[src/hdl/bpa_pkg.sv]
// Shared types and constants for the buddy page allocator.
// No dependencies; used by every module under hdl.
`timescale 1ns / 1ps
package bpa_pkg;

    localparam int POOL_PAGES = 4096;
    localparam int MAX_ORDER  = 10;
    localparam int IDX_W      = $clog2(POOL_PAGES);
    localparam int CNT_W      = IDX_W + 1;
    localparam int ORD_W      = 4;
    localparam int FC_W       = $clog2(POOL_PAGES + 1);
    localparam int PAGE_W     = 20;
    localparam int GROUPS     = POOL_PAGES / (1 << MAX_ORDER);

    typedef enum logic [1:0] {
        ST_OK       = 2'd0,
        ST_NOMEM    = 2'd1,
        ST_NOTALLOC = 2'd2,
        ST_OUTSIDE  = 2'd3
    } t_status;

    typedef enum logic [3:0] {
        OP_NONE,
        OP_CLEAR,
        OP_LATCH,
        OP_FIND,
        OP_SCAN,
        OP_TAKE,
        OP_SPLIT,
        OP_FRD,
        OP_FVER,
        OP_MRD,
        OP_MCHK,
        OP_FFIN
    } t_op;

    typedef struct packed {
        t_op     op;
        logic    report;
        t_status status;
    } t_cmd;

    typedef struct packed {
        logic clear_last;
        logic is_free;
        logic req_bad;
        logic outside;
        logic find_hit;
        logic find_end;
        logic scan_done;
        logic scan_found;
        logic split_more;
        logic ver_ok;
        logic merge_stop;
        logic bud_free;
    } t_stat;

    typedef struct packed {
        logic             hv;
        logic             al;
        logic [ORD_W-1:0] ord;
    } t_rec;

endpackage

[src/hdl/bpa_ctrl.sv]
// Controller state machine: sequences clear, allocate search and split, free check and merge.
// Depends on bpa_pkg; drives bpa_datapath through t_cmd.
`timescale 1ns / 1ps
module bpa_ctrl import bpa_pkg::*; (
    input  logic  i_clk,
    input  logic  i_rst_n,
    input  logic  i_start,
    input  t_stat i_stat,
    output t_cmd  o_cmd,
    output logic  o_busy
);

    typedef enum logic [11:0] {
        S_CLEAR = 12'b000000000001,
        S_IDLE  = 12'b000000000010,
        S_DISP  = 12'b000000000100,
        S_FIND  = 12'b000000001000,
        S_SCAN  = 12'b000000010000,
        S_TAKE  = 12'b000000100000,
        S_SPLIT = 12'b000001000000,
        S_FRD   = 12'b000010000000,
        S_FVER  = 12'b000100000000,
        S_MRD   = 12'b001000000000,
        S_MCHK  = 12'b010000000000,
        S_FFIN  = 12'b100000000000
    } t_state;

    t_state r_state;
    t_state n_state;

    always_comb begin
        n_state      = r_state;
        o_cmd.op     = OP_NONE;
        o_cmd.report = 1'b0;
        o_cmd.status = ST_OK;
        case (r_state)
            S_CLEAR: begin
                o_cmd.op = OP_CLEAR;
                if (i_stat.clear_last) begin
                    n_state = S_IDLE;
                end
            end
            S_IDLE: begin
                if (i_start) begin
                    o_cmd.op = OP_LATCH;
                    n_state  = S_DISP;
                end
            end
            S_DISP: begin
                if (!i_stat.is_free) begin
                    if (i_stat.req_bad) begin
                        o_cmd.report = 1'b1;
                        o_cmd.status = ST_NOMEM;
                        n_state      = S_IDLE;
                    end else begin
                        n_state = S_FIND;
                    end
                end else if (i_stat.outside) begin
                    o_cmd.report = 1'b1;
                    o_cmd.status = ST_OUTSIDE;
                    n_state      = S_IDLE;
                end else begin
                    n_state = S_FRD;
                end
            end
            S_FIND: begin
                o_cmd.op = OP_FIND;
                if (i_stat.find_hit) begin
                    n_state = S_SCAN;
                end else if (i_stat.find_end) begin
                    o_cmd.report = 1'b1;
                    o_cmd.status = ST_NOMEM;
                    n_state      = S_IDLE;
                end
            end
            S_SCAN: begin
                o_cmd.op = OP_SCAN;
                if (i_stat.scan_done) begin
                    if (i_stat.scan_found) begin
                        n_state = S_TAKE;
                    end else begin
                        o_cmd.report = 1'b1;
                        o_cmd.status = ST_NOMEM;
                        n_state      = S_IDLE;
                    end
                end
            end
            S_TAKE: begin
                o_cmd.op = OP_TAKE;
                n_state  = S_SPLIT;
            end
            S_SPLIT: begin
                if (i_stat.split_more) begin
                    o_cmd.op = OP_SPLIT;
                end else begin
                    o_cmd.report = 1'b1;
                    n_state      = S_IDLE;
                end
            end
            S_FRD: begin
                o_cmd.op = OP_FRD;
                n_state  = S_FVER;
            end
            S_FVER: begin
                o_cmd.op = OP_FVER;
                if (i_stat.ver_ok) begin
                    n_state = S_MRD;
                end else begin
                    o_cmd.report = 1'b1;
                    o_cmd.status = ST_NOTALLOC;
                    n_state      = S_IDLE;
                end
            end
            S_MRD: begin
                if (i_stat.merge_stop) begin
                    n_state = S_FFIN;
                end else begin
                    o_cmd.op = OP_MRD;
                    n_state  = S_MCHK;
                end
            end
            S_MCHK: begin
                o_cmd.op = OP_MCHK;
                n_state  = i_stat.bud_free ? S_MRD : S_FFIN;
            end
            S_FFIN: begin
                o_cmd.op     = OP_FFIN;
                o_cmd.report = 1'b1;
                n_state      = S_IDLE;
            end
            default: begin
                n_state = S_IDLE;
            end
        endcase
    end

    always_ff @(posedge i_clk) begin
        if (!i_rst_n) begin
            r_state <= S_CLEAR;
        end else begin
            r_state <= n_state;
        end
    end

    assign o_busy = (r_state != S_IDLE);

endmodule

[config.mk]
export PLATFORM = sky130hd
export DESIGN_NAME = bpa_ctrl
export DESIGN_NICKNAME = d
export VERILOG_FILES = /design/src/hdl/bpa_pkg.sv /design/src/hdl/bpa_ctrl.sv
export SDC_FILE = /design/constraint.sdc
export NUM_CORES = 1
export LEC_CHECK = 0
export BUFFER_PORTS_ARGS = -buffer_cell sky130_fd_sc_hd__buf_2
export CORE_MARGIN = 5
export CORE_UTILIZATION = 25
export CTS_CLUSTER_DIAMETER = 100
export DETAILED_ROUTE_END_ITERATION = 8
export HOLD_SLACK_MARGIN = 0.15
export PLACE_DENSITY_LB_ADDON = 0.25
export RECOVER_POWER = 25
export SYNTH_ARGS = -nofsm -noshare
export SYNTH_HDL_FRONTEND = slang
export SYNTH_SLANG_ARGS = --single-unit
[constraint.sdc]
create_clock -name i_clk -period 2.2 [get_ports i_clk]
set_input_delay 0.22 -clock i_clk [delete_from_list [all_inputs] [get_ports i_clk]]
set_output_delay 0.22 -clock i_clk [all_outputs]
set_load 0.01 [all_outputs]
==> run_results.csv <==
group,metric,value,unit
status,status,"complete, no violations",
clock_network,cts_tree,"built",
detailed_routing,ant_nets,0,
floorplan,top_level_ports,23,
sta,worst_clock_skew,0.00933,ns
finish,antennaDiodeCount,0,
clock_network,cts_buffers,3,
finish,register_area,244,um^2
synth,syn_inst,134,
placement,hpwl,2.33,mm
finish,top_regs,"r_state: 12 flops",
critical_path,cp.required,1.98,ns
sta,whs,0.174,ns
clock_network,cts_sinks,12,
floorplan,row_count,24,
synth,netlist_area,1100,um^2
finish,finalNetCount,177,
synth,synthFlopType,"dfxtp_1",
sta,hold_violations,0,
detailed_routing,routed_via_density,5.44,
finish,multi_input_area,797,um^2
clock_network,clkTransAtPathRegs,0.06,ns
floorplan,die-area,5820,um^2
synth,ys.warnings.count,0,
clock_network,cts_root_buffer,"clkbuf_8",
finish,regMostFlops,"r_state",
sta,maxSlewHeadroom,68.7,%
detailed_routing,wirelength,3.10,mm
global_routing,grt_pass1_wl,5.14,mm
finish,area_growth,23.7,%
synth,synth_cell_type_count,48,
run,max_cap_viol_count,0,
sta,post-route-period-util,96.3,%
global_routing,grt.total_usage,10.5,%
finish,largest_reg_flops,12,
power,ir_worst_vdd,0.000135,V
placement,routabilityCongestion,0.818,
clock_network,cts_buffer_depth,2,
detailed_routing,remaining_drc_errors,0,
floorplan,core_area,4290,um^2
global_routing,grt_max_degree,13,
synth,yosysSeqAreaShare,21.9,%
detailed_routing,initialDrtViolationCount,57,
sta,setup_viol,0,
critical_path,crit_path_end_kind,"primary output",
placement,io_buffers,22,
power,total_power,0.568,mW
synth,yosys_register_bits,12,
floorplan,die_y,76.3,um
sta,worstMarginPinSlew,0.468,ns
global_routing,grt_pass1_vias,1082,
finish,n_fill_cell,475,
floorplan,start_util,25.6,%
synth,async_flop_share,0,%
clock_network,hold_buffers,0,
critical_path,path_class,"reg -> out",
min_path,hold_path_class,"in -> reg",
global_routing,antenna_found_initial,0,
power,p_leak,0.536,nW
global_routing,grt_overflow,0,
synth,synth-edff-count,0,
floorplan,die_w,76.3,um
detailed_routing,wl_per_cell,14.6,um
sta,clock.fmax,472,MHz
critical_path,cp_data_arrival_time,1.90,ns
detailed_routing,first_pass_iters,4,
clock_network,clk-insertion-delay-late,0.25,ns
finish,drive_above_1_share,39.4,%
critical_path,cp_max_fo,12,
sta,fin_crit,2.12,ns
power,power.density,418,nW/um^2
sta,slew_violations,0,
clock_network,htreeDepth,1,
detailed_routing,vias,1154,
synth,synth.avg_cell_area,8.20,um^2
critical_path,critPathLaunchType,"register",
sta,rsz0062_at_grt,"true",
synth,syn_nets,149,
[cell type report]
class | count | area share (%)
clock buffer | 3 | 3.04
timing repair buffer | 34 | 14.7
tap | 52 | 4.79
multi-input combinational | 108 | 58.7
inverter | 3 | 0.829
sequential | 12 | 18.0
[layer usage]
metal	track usage (%)	up-vias	wire length [um]
met2	16.8	35	1470
li1	-	565	-
met5	0	-	0
met1	13.9	545	1420
met3	1.89	9	134
met4	4.37	0	78
[metrics by stage]
| step | TNS [ns] | setup WS, ns | std cells | util [%] | instance area (um^2) |
|---|---|---|---|---|---|
| 2_1_floorplan | 0 | 0.488 | 134 | - | 1100 |
| 3_3_place_gp | 0 | 0.181 | 201 | 28.8 | 1240 |
| 3_5_place_dp | 0 | 0.152 | 201 | 28.8 | 1240 |
| 4_1_cts | 0 | 0.0151 | 208 | 30.6 | 1310 |
| 5_1_grt | -0.0296 | -0.0114 | 212 | 31.6 | 1360 |
| 6_report | 0 | 0.0822 | 212 | 31.6 | 1360 |
[synthesized netlist by cell type, types with 2 or more instances]
| cell | number | area, um^2 |
|---|---|---|
| nor2_1 | 16 | 60.1 |
| dfxtp_1 | 12 | 240 |
| nor3_1 | 9 | 45.0 |
| o21ai_0 | 7 | 35.0 |
| buf_2 | 6 | 30.0 |
| nand2_1 | 6 | 22.5 |
| nor3b_1 | 6 | 45.0 |
| a21oi_1 | 5 | 25.0 |
| nand3b_1 | 5 | 37.5 |
| nand4_1 | 4 | 25.0 |
| nor4_1 | 4 | 25.0 |
| inv_1 | 3 | 11.3 |
| or4_4 | 3 | 33.8 |
| xor2_1 | 3 | 26.3 |
| a211oi_2 | 2 | 25.0 |
| a22o_1 | 2 | 17.5 |
| buf_6 | 2 | 22.5 |
| clkbuf_1 | 2 | 7.51 |
| mux2_2 | 2 | 22.5 |
| nand2b_1 | 2 | 12.5 |
| nand4b_1 | 2 | 17.5 |
| nor4b_2 | 2 | 30.0 |
| o31a_1 | 2 | 17.5 |
| or4b_1 | 2 | 20.0 |
| xnor2_1 | 2 | 17.5 |
[logic make-up after synthesis]
family / count (synthesis) / synth area share, %
AOI/OAI and AO/OA: 30 / 20.3
xor gates and xnor gates: 5 / 3.99
buffers and inverters: 14 / 7.18
DFF: 12 / 21.9
muxes: 2 / 2.05
and+or+nand+nor: 71 / 44.6
[worst max-delay path, stage by stage, from the launching register on]
cell and delay [ns]:
dfxtp_1 0.42, or4_4 0.60, nor2_4 0.18, clkbuf_4 0.17, a41o_1 0.15, buf_2 0.12
[worst paths after layout]
path | cells after the start | start | endpoint | slack [ns]
hold / removal | 2 | i_stat[8] | r_state[7] | 0.17
hold reg to reg | 2 | r_state[7] | r_state[8] | 0.59
setup / recovery | 5 | r_state[8] | o_cmd[1] | 0.08
setup reg to reg | 5 | r_state[2] | r_state[1] | 0.31
[timing repair]
item                                    CTS  global route
endpoints found under the setup margin    3             6
setup buffers                             4             4
cloned                                    0             0
pin swaps                                 3             3
gates resized for setup                   2             5
[cell usage in the layout (no fill, tap or decap), drive strengths merged, types with 2 or more instances in the layout]
master	synthesis	routed
a211oi	3	3
a21oi	5	5
a22o	3	3
buf	9	33
clkbuf	2	4
dfxtp	12	12
inv	3	3
mux2	2	2
nand2	6	6
nand2b	2	2
nand3	2	2
nand3b	5	5
nand4	4	4
nand4b	2	2
nor2	17	17
nor3	10	10
nor3b	6	6
nor4	6	6
nor4b	3	3
o21ai	8	8
o31a	2	2
or4	3	3
or4b	2	2
xnor2	2	2
xor2	3	3
[report_power, final]
group          internal, mW  total (mW)  switching, mW
Sequential            0.224       0.241         0.0178
Combinational        0.0596       0.121         0.0616
Clock                 0.121       0.206         0.0850
Note: power is estimated with default switching activity, not from simulation.
